--- src/hdl/ofs_pkg.sv ---
// Shared types and constants for the overlapping frame segmenter.
// Used by ofs_out_q and overlapping_frame_segmenter_core; no dependencies.
package ofs_pkg;

  // default sizing
  localparam int RING_DEPTH_DEF   = 256;
  localparam int MAX_SEGMENT_DEF  = 64;
  localparam int SAMPLE_WIDTH_DEF = 16;

  // configuration port
  localparam int CFG_W     = 7;
  localparam int CFG_IDX_W = 1;
  localparam logic [CFG_IDX_W-1:0] REG_SEGMENT_SIZE = 1'd0;
  localparam logic [CFG_IDX_W-1:0] REG_HOP          = 1'd1;

  localparam int SEG_SIZE_RESET = 64;
  localparam int HOP_RESET      = 32;

  // frame_kind codes
  localparam int KIND_W = 2;
  localparam logic [KIND_W-1:0] KIND_FULL  = 2'd0;
  localparam logic [KIND_W-1:0] KIND_FLUSH = 2'd1;
  localparam logic [KIND_W-1:0] KIND_EMPTY = 2'd2;

  // per-result flags that travel with each sample
  typedef struct packed {
    logic              last;
    logic              pad;
    logic [KIND_W-1:0] kind;
    logic              ovf;
  } res_flags_t;

endpackage

--- src/hdl/ofs_out_q.sv ---
// Two-entry result queue between the frame sequencer and the output channel.
// Depends on ofs_pkg for res_flags_t.
module ofs_out_q
  import ofs_pkg::*;
#(
  parameter int SAMPLE_WIDTH = SAMPLE_WIDTH_DEF
) (
  input  logic                    clk,
  input  logic                    rst,
  input  logic                    push,
  input  logic [SAMPLE_WIDTH-1:0] push_sample,
  input  res_flags_t              push_flags,
  output logic [1:0]              cnt,
  output logic                    pop,
  output logic                    out_valid,
  input  logic                    out_stall,
  output logic [SAMPLE_WIDTH-1:0] out_sample,
  output res_flags_t              out_flags
);

  logic [SAMPLE_WIDTH-1:0] q_sample [2];
  res_flags_t              q_flags  [2];
  logic                    wr_ptr;
  logic                    rd_ptr;

  assign out_valid  = (cnt != 2'd0);
  assign pop        = out_valid && !out_stall;
  assign out_sample = q_sample[rd_ptr];
  assign out_flags  = q_flags[rd_ptr];

  always_ff @(posedge clk) begin
    if (push) begin
      q_sample[wr_ptr] <= push_sample;
      q_flags[wr_ptr]  <= push_flags;
    end
  end

  always_ff @(posedge clk) begin
    if (rst) begin
      wr_ptr <= 1'b0;
      rd_ptr <= 1'b0;
      cnt    <= 2'd0;
    end else begin
      if (push) wr_ptr <= !wr_ptr;
      if (pop)  rd_ptr <= !rd_ptr;
      unique case ({push, pop})
        2'b10:   cnt <= cnt + 2'd1;
        2'b01:   cnt <= cnt - 2'd1;
        default: cnt <= cnt;
      endcase
    end
  end

  a_no_overrun: assert property (@(posedge clk) disable iff (rst)
    push && cnt == 2'd2 |-> pop)
    else $error("result pushed into full queue");

  a_cnt_range: assert property (@(posedge clk) disable iff (rst)
    cnt != 2'd3)
    else $error("queue count out of range");

  a_drain: assert property (@(posedge clk) disable iff (rst)
    pop && !push |=> cnt == $past(cnt) - 2'd1)
    else $error("queue count did not drop on pop");

endmodule

--- src/hdl/overlapping_frame_segmenter_core.sv ---
// Overlapping frame segmenter: sample ring, frame sequencer and config registers.
// Depends on ofs_pkg and ofs_out_q.
//
// A sample write (mode 0) is taken back to back whenever the block is idle. A
// frame request (mode 1) holds in_stall high while the sequencer walks the ring:
// it issues one ring read per cycle while the output queue has room, through a
// single shared wrap-around pointer adder; results queue in a two-entry buffer,
// so the next request is taken as soon as the last read is issued. The ring has
// one write and one registered read port; its contents are not cleared at reset
// and need no clearing pass.
module overlapping_frame_segmenter_core
  import ofs_pkg::*;
#(
  parameter int RING_DEPTH   = RING_DEPTH_DEF,
  parameter int MAX_SEGMENT  = MAX_SEGMENT_DEF,
  parameter int SAMPLE_WIDTH = SAMPLE_WIDTH_DEF
) (
  input  logic                    clk,
  input  logic                    rst,
  // input channel
  input  logic                    in_valid,
  output logic                    in_stall,
  input  logic                    mode,
  input  logic [SAMPLE_WIDTH-1:0] sample_value,
  // configuration
  input  logic                    cfg_write,
  input  logic [CFG_IDX_W-1:0]    cfg_index,
  input  logic [CFG_W-1:0]        cfg_data,
  // output channel
  output logic                    out_valid,
  input  logic                    out_stall,
  output logic [SAMPLE_WIDTH-1:0] out_sample,
  output logic                    last_of_frame,
  output logic                    is_padding,
  output logic [KIND_W-1:0]       frame_kind,
  output logic                    overflow_seen
);

  localparam int PTR_W  = $clog2(RING_DEPTH);
  localparam int FILL_W = $clog2(RING_DEPTH + 1);
  localparam int LEN_W  = $clog2(MAX_SEGMENT + 1);
  localparam int SEG_RST = (SEG_SIZE_RESET > MAX_SEGMENT) ? MAX_SEGMENT : SEG_SIZE_RESET;
  localparam int HOP_RST = (HOP_RESET > MAX_SEGMENT) ? MAX_SEGMENT : HOP_RESET;

  localparam logic ST_IDLE = 1'b0;
  localparam logic ST_EMIT = 1'b1;

  // config registers, held already clamped
  logic [LEN_W-1:0] seg_len;
  logic [LEN_W-1:0] hop_len;
  logic [LEN_W-1:0] cfg_clamped;

  // ring state
  logic [SAMPLE_WIDTH-1:0] ring [RING_DEPTH];
  logic [PTR_W-1:0]        rp;
  logic [PTR_W-1:0]        wp;
  logic [FILL_W-1:0]       fill;
  logic                    overflow;

  // sequencer
  logic                    state;
  logic [PTR_W-1:0]        rd_addr;
  logic [LEN_W-1:0]        cnt;
  logic [LEN_W-1:0]        run_len;
  logic [LEN_W-1:0]        held;
  logic [KIND_W-1:0]       req_kind;
  logic                    inflight;
  res_flags_t              pipe_flags;
  logic [SAMPLE_WIDTH-1:0] rd_data;

  logic                    accept;
  logic                    wr_req;
  logic                    fr_req;
  logic                    issue;
  logic                    last_issue;
  logic [LEN_W-1:0]        adv;
  logic                    is_full_frame;

  // shared wrap-around pointer adder
  logic [PTR_W-1:0]        add_a;
  logic [LEN_W-1:0]        add_b;
  logic [PTR_W:0]          add_sum;
  logic [PTR_W-1:0]        add_res;

  // output queue hookup
  logic [1:0]              q_cnt;
  logic                    q_pop;
  logic [SAMPLE_WIDTH-1:0] push_sample;
  res_flags_t              out_flags;

  assign in_stall = (state != ST_IDLE);
  assign accept   = in_valid && !in_stall;
  assign wr_req   = accept && !mode;
  assign fr_req   = accept && mode;

  always_comb begin
    if (cfg_data == '0) begin
      cfg_clamped = LEN_W'(1);
    end else if (cfg_data > CFG_W'(MAX_SEGMENT)) begin
      cfg_clamped = LEN_W'(MAX_SEGMENT);
    end else begin
      cfg_clamped = cfg_data[LEN_W-1:0];
    end
  end

  always_ff @(posedge clk) begin
    if (rst) begin
      seg_len <= LEN_W'(SEG_RST);
      hop_len <= LEN_W'(HOP_RST);
    end else if (cfg_write) begin
      unique case (cfg_index)
        REG_SEGMENT_SIZE: seg_len <= cfg_clamped;
        REG_HOP:          hop_len <= cfg_clamped;
        default: ;
      endcase
    end
  end

  // frame decision on request
  assign is_full_frame = (fill > FILL_W'(seg_len));
  assign adv = (FILL_W'(hop_len) > fill) ? fill[LEN_W-1:0] : hop_len;

  always_comb begin
    if (state == ST_EMIT) begin
      add_a = rd_addr;
      add_b = LEN_W'(1);
    end else if (mode) begin
      add_a = rp;
      add_b = adv;
    end else begin
      add_a = wp;
      add_b = LEN_W'(1);
    end
    add_sum = {1'b0, add_a} + (PTR_W + 1)'(add_b);
    if (add_sum >= (PTR_W + 1)'(RING_DEPTH)) begin
      add_res = PTR_W'(add_sum - (PTR_W + 1)'(RING_DEPTH));
    end else begin
      add_res = add_sum[PTR_W-1:0];
    end
  end

  // a read may go out when the queue will have room for it by the time it is pushed
  assign issue      = (state == ST_EMIT) &&
                      (((q_cnt + 2'(inflight)) < 2'd2) || q_pop);
  assign last_issue = (cnt == run_len - LEN_W'(1));

  always_ff @(posedge clk) begin
    if (wr_req && fill < FILL_W'(RING_DEPTH)) begin
      ring[wp] <= sample_value;
    end
    if (issue) begin
      rd_data <= ring[rd_addr];
    end
  end

  always_ff @(posedge clk) begin
    if (issue) begin
      pipe_flags.last <= last_issue;
      pipe_flags.pad  <= (req_kind == KIND_FLUSH) && (cnt >= held);
      pipe_flags.kind <= req_kind;
      pipe_flags.ovf  <= overflow;
    end
  end

  always_ff @(posedge clk) begin
    if (rst) begin
      state    <= ST_IDLE;
      rp       <= '0;
      wp       <= '0;
      fill     <= '0;
      overflow <= 1'b0;
      inflight <= 1'b0;
      rd_addr  <= '0;
      cnt      <= '0;
      run_len  <= '0;
      held     <= '0;
      req_kind <= KIND_FULL;
    end else begin
      inflight <= issue;
      unique case (state)
        ST_IDLE: begin
          if (wr_req) begin
            if (fill >= FILL_W'(RING_DEPTH)) begin
              overflow <= 1'b1;
            end else begin
              wp   <= add_res;
              fill <= fill + FILL_W'(1);
            end
          end else if (fr_req) begin
            state   <= ST_EMIT;
            rd_addr <= rp;
            cnt     <= '0;
            if (fill == '0) begin
              req_kind <= KIND_EMPTY;
              run_len  <= LEN_W'(1);
              held     <= '0;
            end else if (is_full_frame) begin
              req_kind <= KIND_FULL;
              run_len  <= seg_len;
              held     <= '0;
              rp       <= add_res;
              fill     <= fill - FILL_W'(adv);
            end else begin
              // flush: everything held goes out, the rest is zero fill
              req_kind <= KIND_FLUSH;
              run_len  <= seg_len;
              held     <= fill[LEN_W-1:0];
              rp       <= wp;
              fill     <= '0;
            end
          end
        end
        ST_EMIT: begin
          if (issue) begin
            cnt     <= cnt + LEN_W'(1);
            rd_addr <= add_res;
            if (last_issue) state <= ST_IDLE;
          end
        end
        default: state <= ST_IDLE;
      endcase
    end
  end

  assign push_sample = (pipe_flags.pad || pipe_flags.kind == KIND_EMPTY) ? '0 : rd_data;

  ofs_out_q #(
    .SAMPLE_WIDTH(SAMPLE_WIDTH)
  ) u_out_q (
    .clk        (clk),
    .rst        (rst),
    .push       (inflight),
    .push_sample(push_sample),
    .push_flags (pipe_flags),
    .cnt        (q_cnt),
    .pop        (q_pop),
    .out_valid  (out_valid),
    .out_stall  (out_stall),
    .out_sample (out_sample),
    .out_flags  (out_flags)
  );

  assign last_of_frame = out_flags.last;
  assign is_padding    = out_flags.pad;
  assign frame_kind    = out_flags.kind;
  assign overflow_seen = out_flags.ovf;

  a_fill_bound: assert property (@(posedge clk) disable iff (rst)
    fill <= FILL_W'(RING_DEPTH))
    else $error("fill count beyond ring depth");

  a_ovf_sticky: assert property (@(posedge clk) disable iff (rst)
    overflow |=> overflow)
    else $error("overflow flag cleared");

  a_emit_holds_ring: assert property (@(posedge clk) disable iff (rst)
    state == ST_EMIT && !issue |=> $stable(rd_addr) && $stable(cnt))
    else $error("sequencer moved without a read");

  a_no_issue_idle: assert property (@(posedge clk) disable iff (rst)
    issue |-> in_stall)
    else $error("ring read issued while taking requests");

endmodule

--- config.mk ---
export PLATFORM = sky130hd
export DESIGN_NAME = overlapping_frame_segmenter_core
export DESIGN_NICKNAME = d
export VERILOG_FILES = /design/src/hdl/ofs_pkg.sv /design/src/hdl/ofs_out_q.sv /design/src/hdl/overlapping_frame_segmenter_core.sv
export SDC_FILE = /design/constraint.sdc
export NUM_CORES = 2
export LEC_CHECK = 0
export ABC_CLOCK_PERIOD_IN_PS = 6300
export BUFFER_PORTS_ARGS = -buffer_cell sky130_fd_sc_hd__buf_2
export CORE_AREA = 2 2 514 643
export CTS_CLUSTER_SIZE = 16
export DETAILED_ROUTE_END_ITERATION = 12
export DIE_AREA = 0 0 516 645
export PLACE_DENSITY_LB_ADDON = 0.1
export SLEW_MARGIN = 20
export SYNTH_ARGS = -nofsm -noshare
export SYNTH_HDL_FRONTEND = slang
export SYNTH_MEMORY_MAX_BITS = 65536
export SYNTH_SLANG_ARGS = --single-unit
--- constraint.sdc ---
create_clock -name clk -period 6.3 [get_ports clk]
set_input_delay 0.63 -clock clk [delete_from_list [all_inputs] [get_ports clk]]
set_output_delay 0.63 -clock clk [all_outputs]
set_load 0.005 [all_outputs]
After elaboration in Yosys (flattened, before gate mapping):

Memory sizes are Yosys's and may differ from the RTL's. A register that Yosys moved wholly into a read port is not among the register bits.
Cells that the tools add are included.
W data, S select, Z words.

* add/sub/neg operators: 9
* $lt $le $gt $ge: 8
* equality and inequality tests: 10
* multiplexer cells: 42
* bitwise operators: 5
* reductions and logical operators: 27

Operator list (count)
* $mux W7: 11
* $mux W8: 7
* $mux W9: 5
* $ge A9 B9 Y1 const B: 2
* $mux W16: 1
* $pmux W8 S2: 1
* $pmux W7 S2: 1
* $mux W1: 13
* $reduce_and A3 Y1: 4
* $add A8 B7 Y9: 1
* $add A9 B1 Y9 const B: 1
* $gt A7 B9 Y1: 1
* $gt A9 B7 Y1: 1
* $logic_not A9 Y1: 1
* $lt A9 B9 Y1 const B: 1
* $sub A9 B7 Y9: 1
* $ne A2 B2 Y1 const B: 4
* $reduce_and A4 Y1: 2
* $sub A8 B1 Y8 const B: 1
* $add A7 B1 Y7 const B: 1
* $eq A7 B7 Y1: 1
* $ge A7 B7 Y1: 1
* $gt A7 B7 Y1 const B: 1
* $logic_and A1 B1 Y1: 7
* other kinds (17): 31

* bits in registers: 82
* RAM bits: 4138
* input bits: 30
* output and inout bits: 23
* logic and storage cells: 124
* memories: 3

Memories
* ring: words 256, width 16, read ports 1, clocked after Yosys merged registers in 1, write ports 1, RTL line overlapping_frame_segmenter_core.sv:54 `logic [SAMPLE_WIDTH-1:0] ring [RING_DEPTH];`
* u_out_q.q_sample: words 2, width 16, read ports 1, clocked after Yosys merged registers in 1, write ports 1, RTL line ofs_out_q.sv:21 `logic [SAMPLE_WIDTH-1:0] q_sample [2];`
* u_out_q.q_flags: words 2, width 5, read ports 1, clocked after Yosys merged registers in 1, write ports 1, RTL line ofs_out_q.sv:22 `res_flags_t q_flags [2];`

Depth between registers and ports, before layout:

* depth in word-level cells: 9
* mapped depth: 18
* depth with buffers taken out: 18

Hierarchy:

Synthesis repeated with hierarchy kept, for this count alone.

* cell total of the unflattened synthesis: 7806
* area total of the unflattened synthesis: 162859.9 um2

By module, submodules not included
* overlapping_frame_segmenter_core: times used 1, cells each 7717, area each 161143.3 um2, seq. area each 125090.0 um2
* ofs_out_q: times used 1, cells each 89, area each 1716.6 um2, seq. area each 1361.3 um2

Worst setup path after synthesis:

No wires, ideal clock.

* path kind: flip-flop to flip-flop
* start: register fill[1]
* end: register rp[6]
* library setup time: 86 ps
* arrival: 3771 ps
* required time: 6214 ps
* path slack: 2443 ps
* cell stages (with the launch flop): 19
* path buffers: 0
* period minus slack after synthesis: 3857 ps
* cell sequence: dfxtp_1 > inv_1 > ha_1 > nor2b_1 > o21a_1 > o21ai_0 > a21o_1 > a21oi_2 > mux2i_1 > or2_2 > ha_1 > fa_1 > a21o_1 > a21oi_1 > o21bai_1 > a21oi_1 > xnor2_1 > mux2i_1 > a211oi_1

* longest elaborated chain between the ends: 8
* elaborated cells on any way between the ends: 13

Ends and longest elaborated chain
* start: declaration: RTL line overlapping_frame_segmenter_core.sv:57 `logic [FILL_W-1:0] fill;`
* start signal: assignment: RTL line overlapping_frame_segmenter_core.sv:187 `fill <= fill + FILL_W'(1);`
* start signal: assignment: RTL line overlapping_frame_segmenter_core.sv:202 `fill <= fill - FILL_W'(adv);`
* $gt A7 B9 Y1: RTL line overlapping_frame_segmenter_core.sv:121 `assign adv = (FILL_W'(hop_len) > fill) ? fill[LEN_W-1:0] : hop_len;`
* $mux W7: RTL line overlapping_frame_segmenter_core.sv:121
* $mux W7: RTL line overlapping_frame_segmenter_core.sv:127 `end else if (mode) begin`
* $mux W7: RTL line overlapping_frame_segmenter_core.sv:124 `if (state == ST_EMIT) begin`
* $add A8 B7 Y9: RTL line overlapping_frame_segmenter_core.sv:134 `add_sum = {1'b0, add_a} + (PTR_W + 1)'(add_b);`
* $sub A8 B1 Y8 / $ge A9 B9 Y1 (equally long branches): RTL line overlapping_frame_segmenter_core.sv:136, overlapping_frame_segmenter_core.sv:135
* $mux W8: RTL line overlapping_frame_segmenter_core.sv:135 `if (add_sum >= (PTR_W + 1)'(RING_DEPTH)) begin`
* $mux W8: RTL line overlapping_frame_segmenter_core.sv:197 `end else if (is_full_frame) begin`
* end signal: assignment: RTL line overlapping_frame_segmenter_core.sv:201 `rp <= add_res;`
* end signal: assignment: RTL line overlapping_frame_segmenter_core.sv:208 `rp <= wp;`
* end: declaration: RTL line overlapping_frame_segmenter_core.sv:55 `logic [PTR_W-1:0] rp;`

Parallel ways exist; a longest one is shown, timed or not.
A chain may end at the register's enable or synchronous reset.

Final worst setup path:

Same ends and word-level chain as after synthesis.

==> reports/qor.csv <==
metric;value;unit
port_buffers;52;
r2r-end;rp[6];
drt_iter0_drc;10060;
cp_max_fo;7;
cts_tree;built;
routedWlPerCell;33.58;um
ys_warn_count;0;
synthesis.nets;7901;
yosysSeqAreaShare;0.7770;
via_count;81210;
synthFlopType;edfxtp_1;
grt_use_met3;0.04131;
grt_max_degree;165;
grt_pass1_wl;615.7;mm
finalMaxSlewViolations;0;
drt-pass1-iter-count;6;
cts-htree-levels;5;
yosys.area.top_type;edfxtp_1;
synth_cells;7829;
fin_tns_setup;0;ps
synth_cell_type_count;61;
fin_skew;60.84;ps
core;0.3270;mm^2
io-pin-count;53;
crit_chain;inv_1 -> ha_1 -> nor2b_1 -> o21a_1 -> o21ai_0 -> a21o_1 -> a21oi_2 -> mux2i_1 -> or2_2 -> ha_1 -> fa_1 -> a21o_1 -> a21oi_1 -> o21bai_1 -> a21oi_1 -> xnor2_1 -> mux2i_1 -> a211oi_1;
worstMarginPinSlew;1238;ps
clock_latency;940;ps
fmaxAchievable;0.2223;GHz
use_met2;0.4158;
vias_per_cell;6.229;
slowest_stage;fa_1;
netlist.area_leader.share;0.7674;
synth_area;0.1627;mm^2
min_from;cfg_write;
layout_common_cells;edfxtp_1, mux4_2, mux2i_1;
antenna_found_initial;12;
slew_headroom;0.1729;
grt.overflow.total;0;
drive_gt1_frac;0.2283;
dpl.hpwl;263.2;mm
stdcell_count;13040;
cap_violations;0;
cts_buffers;411;
start_kind;flop;
routed_wl;437.8;mm
die_w;516;um
timing.rr.start;fill[1];
crit_buf_inv;1;
arrival;5320;ps
ff2ff_path_depth;18;
hold_depth;3;
peakVddDrop;0.2511;mV
rows;235;
critPathRequiredTime;7120;ps
rsz0062_at_grt;false;
leakagePower;0.05658;uW
clk_pin_slew_worst_paths;70;ps
synth_edf_count;4159;
syn_to_final_growth;12.91;%
start_util;0.4977;
powerDensity;325.8;mW/mm^2
power.total;59860;uW
top_usage_layer;met2;
die_y;645;um
timing.critical_path.from;fill[1];
critPathTopFamily;compound AO/OA/AOI/OAI gates;
hp-class;in2reg;
ant_nets;0;
synth_area_per_cell;20.79;um^2
async_flop_share;0;
ys_ff_latch;4237;
grt_pass1_vias;81250;
clock_path_buffers;4;
gp_congestion;0.8522;
placedCellCount;12270;
final_hold_viol_count;0;
grtUsageMet1;0.3750;
cts_setup_buffers;0;
ys_top_cells_by_area;edfxtp_1, mux4_2, mux2i_1;
cp-end-kind;flop;
crit_type;reg2reg;
clock_sinks;4237;
die-area;0.3328;mm^2
setup_viol;0;
finalNetCount;8379;
root_buffer;clkbuf_16;
holdPathEnd;hop_len[6];
r2r_slack;1800;ps
period_minus_slack;4499;ps
mostFrequentLayoutCell;edfxtp_1;
track_usage;0.2609;
outcome;completed;
finalCritPeriodShare;0.7141;
cts_resized;0;
cpPeakStageDelay;470;ps
drc;0;
==> layout make-up <==
cell class                 count  area (um^2)
fill                       24740       143200
sequential                  4237       126500
multi-input combinational   3090        34020
clock buffer                 505        10890
tap                         4384         5485
timing repair buffer         530         4549
clock inverter               245         2181
inverter                      37        138.9
antenna                        9        22.52
==> worst max path at each step <==
stage	end	slack, ps	cells after the start
2_1_floorplan	rp[6]	2440	18
3_3_place_gp	rd_data[1]	1770	8
3_5_place_dp	ring[154][11]	1810	9
4_1_cts	rp[6]	1840	18
5_1_grt	rp[6]	1450	18
6_report	rp[6]	1800	18
==> state kept, by name, indices dropped and copies added (netlist names), 8 cells and up, named ones only <==
name,cells
rd_data,16
fill,9
wp,8
u_out_q.q_flags,10
u_out_q.q_sample,32
rd_addr,8
ring,4096
rp,8
==> synth_stat cells, drive strengths merged, types with 7 or more instances <==
cell and n:
dfxtp 78, o21ai 33, a21o 9, and2 22, buf 242, mux2i 540
nor4 68, mux4 768, nand3 38, a211oi 20, nand2 100, edfxtp 4159
xor2 9, nor2 342, inv 37, a22oi 113, xnor2 16, ha 40
clkbuf 223, nor2b 18, a221oi 99, mux2 37, nand2b 12, nand3b 8
a22o 166, nand4 23, o22ai 304, nor3b 7, nor3 125, a21oi 127
==> repair_timing <==
action | CTS | global route
endpoints found under the hold margin | 6 | 0
hold buffers | 6 | 0
endpoints found under the setup margin | 0 | 0
==> power by group <==
| group | internal [uW] | switching [uW] |
|---|---|---|
| logic | 1720 | 2880 |
| registers | 31000 | 72.9 |
| clock network | 13800 | 10400 |
| total | 46500 | 13300 |
==> worst reg2reg max path: stages (launching register included) <==
cell	delay (ps)
dfxtp_1	450
inv_1	170
ha_1	330
nor2b_1	150
o21a_1	120
o21ai_0	90
a21o_1	180
a21oi_2	440
mux2i_1	210
or2_2	310
ha_1	220
fa_1	470
a21o_1	200
a21oi_1	230
o21bai_1	100
a21oi_1	180
xnor2_1	190
mux2i_1	120
a211oi_1	270
==> metrics by stage <==
stage          utilization  hold WS (ps)  setup WS (ps)  cell area, um^2
4_1_cts             0.5619        0.2617           1840           183700
5_1_grt             0.5619         32.14           1455           183700
2_1_floorplan            -         409.0           2443           162700
3_3_place_gp        0.5215         426.5           1774           170500
6_report            0.5620         72.82           1801           183700
3_5_place_dp        0.5217         433.9           1807           170600
==> kinds of logic (layout without fill, tap and decap cells) <==
family | after synthesis | in the layout | synth area share
AO/OA/AOI/OAI | 894 | 894 | 0.03863
XOR/XNOR | 25 | 25 | 0.001345
adder cells (fa/ha/maj) | 42 | 42 | 0.003321
buffers and inverters | 502 | 1317 | 0.01531
flip-flops | 4237 | 4237 | 0.7770
multiplexers | 1345 | 1345 | 0.1421
other | 0 | 9 | 0
AND/OR/NAND/NOR | 784 | 784 | 0.02234
==> routing by layer <==
| metal | routed length [um] | part of all wire |
|---|---|---|
| met1 | 182300 | 0.42 |
| met2 | 211400 | 0.48 |
| met3 | 30540 | 0.070 |
| met4 | 13510 | 0.031 |
| met5 | 13 | 0.000030 |
Power figures use the tool's default switching activity.
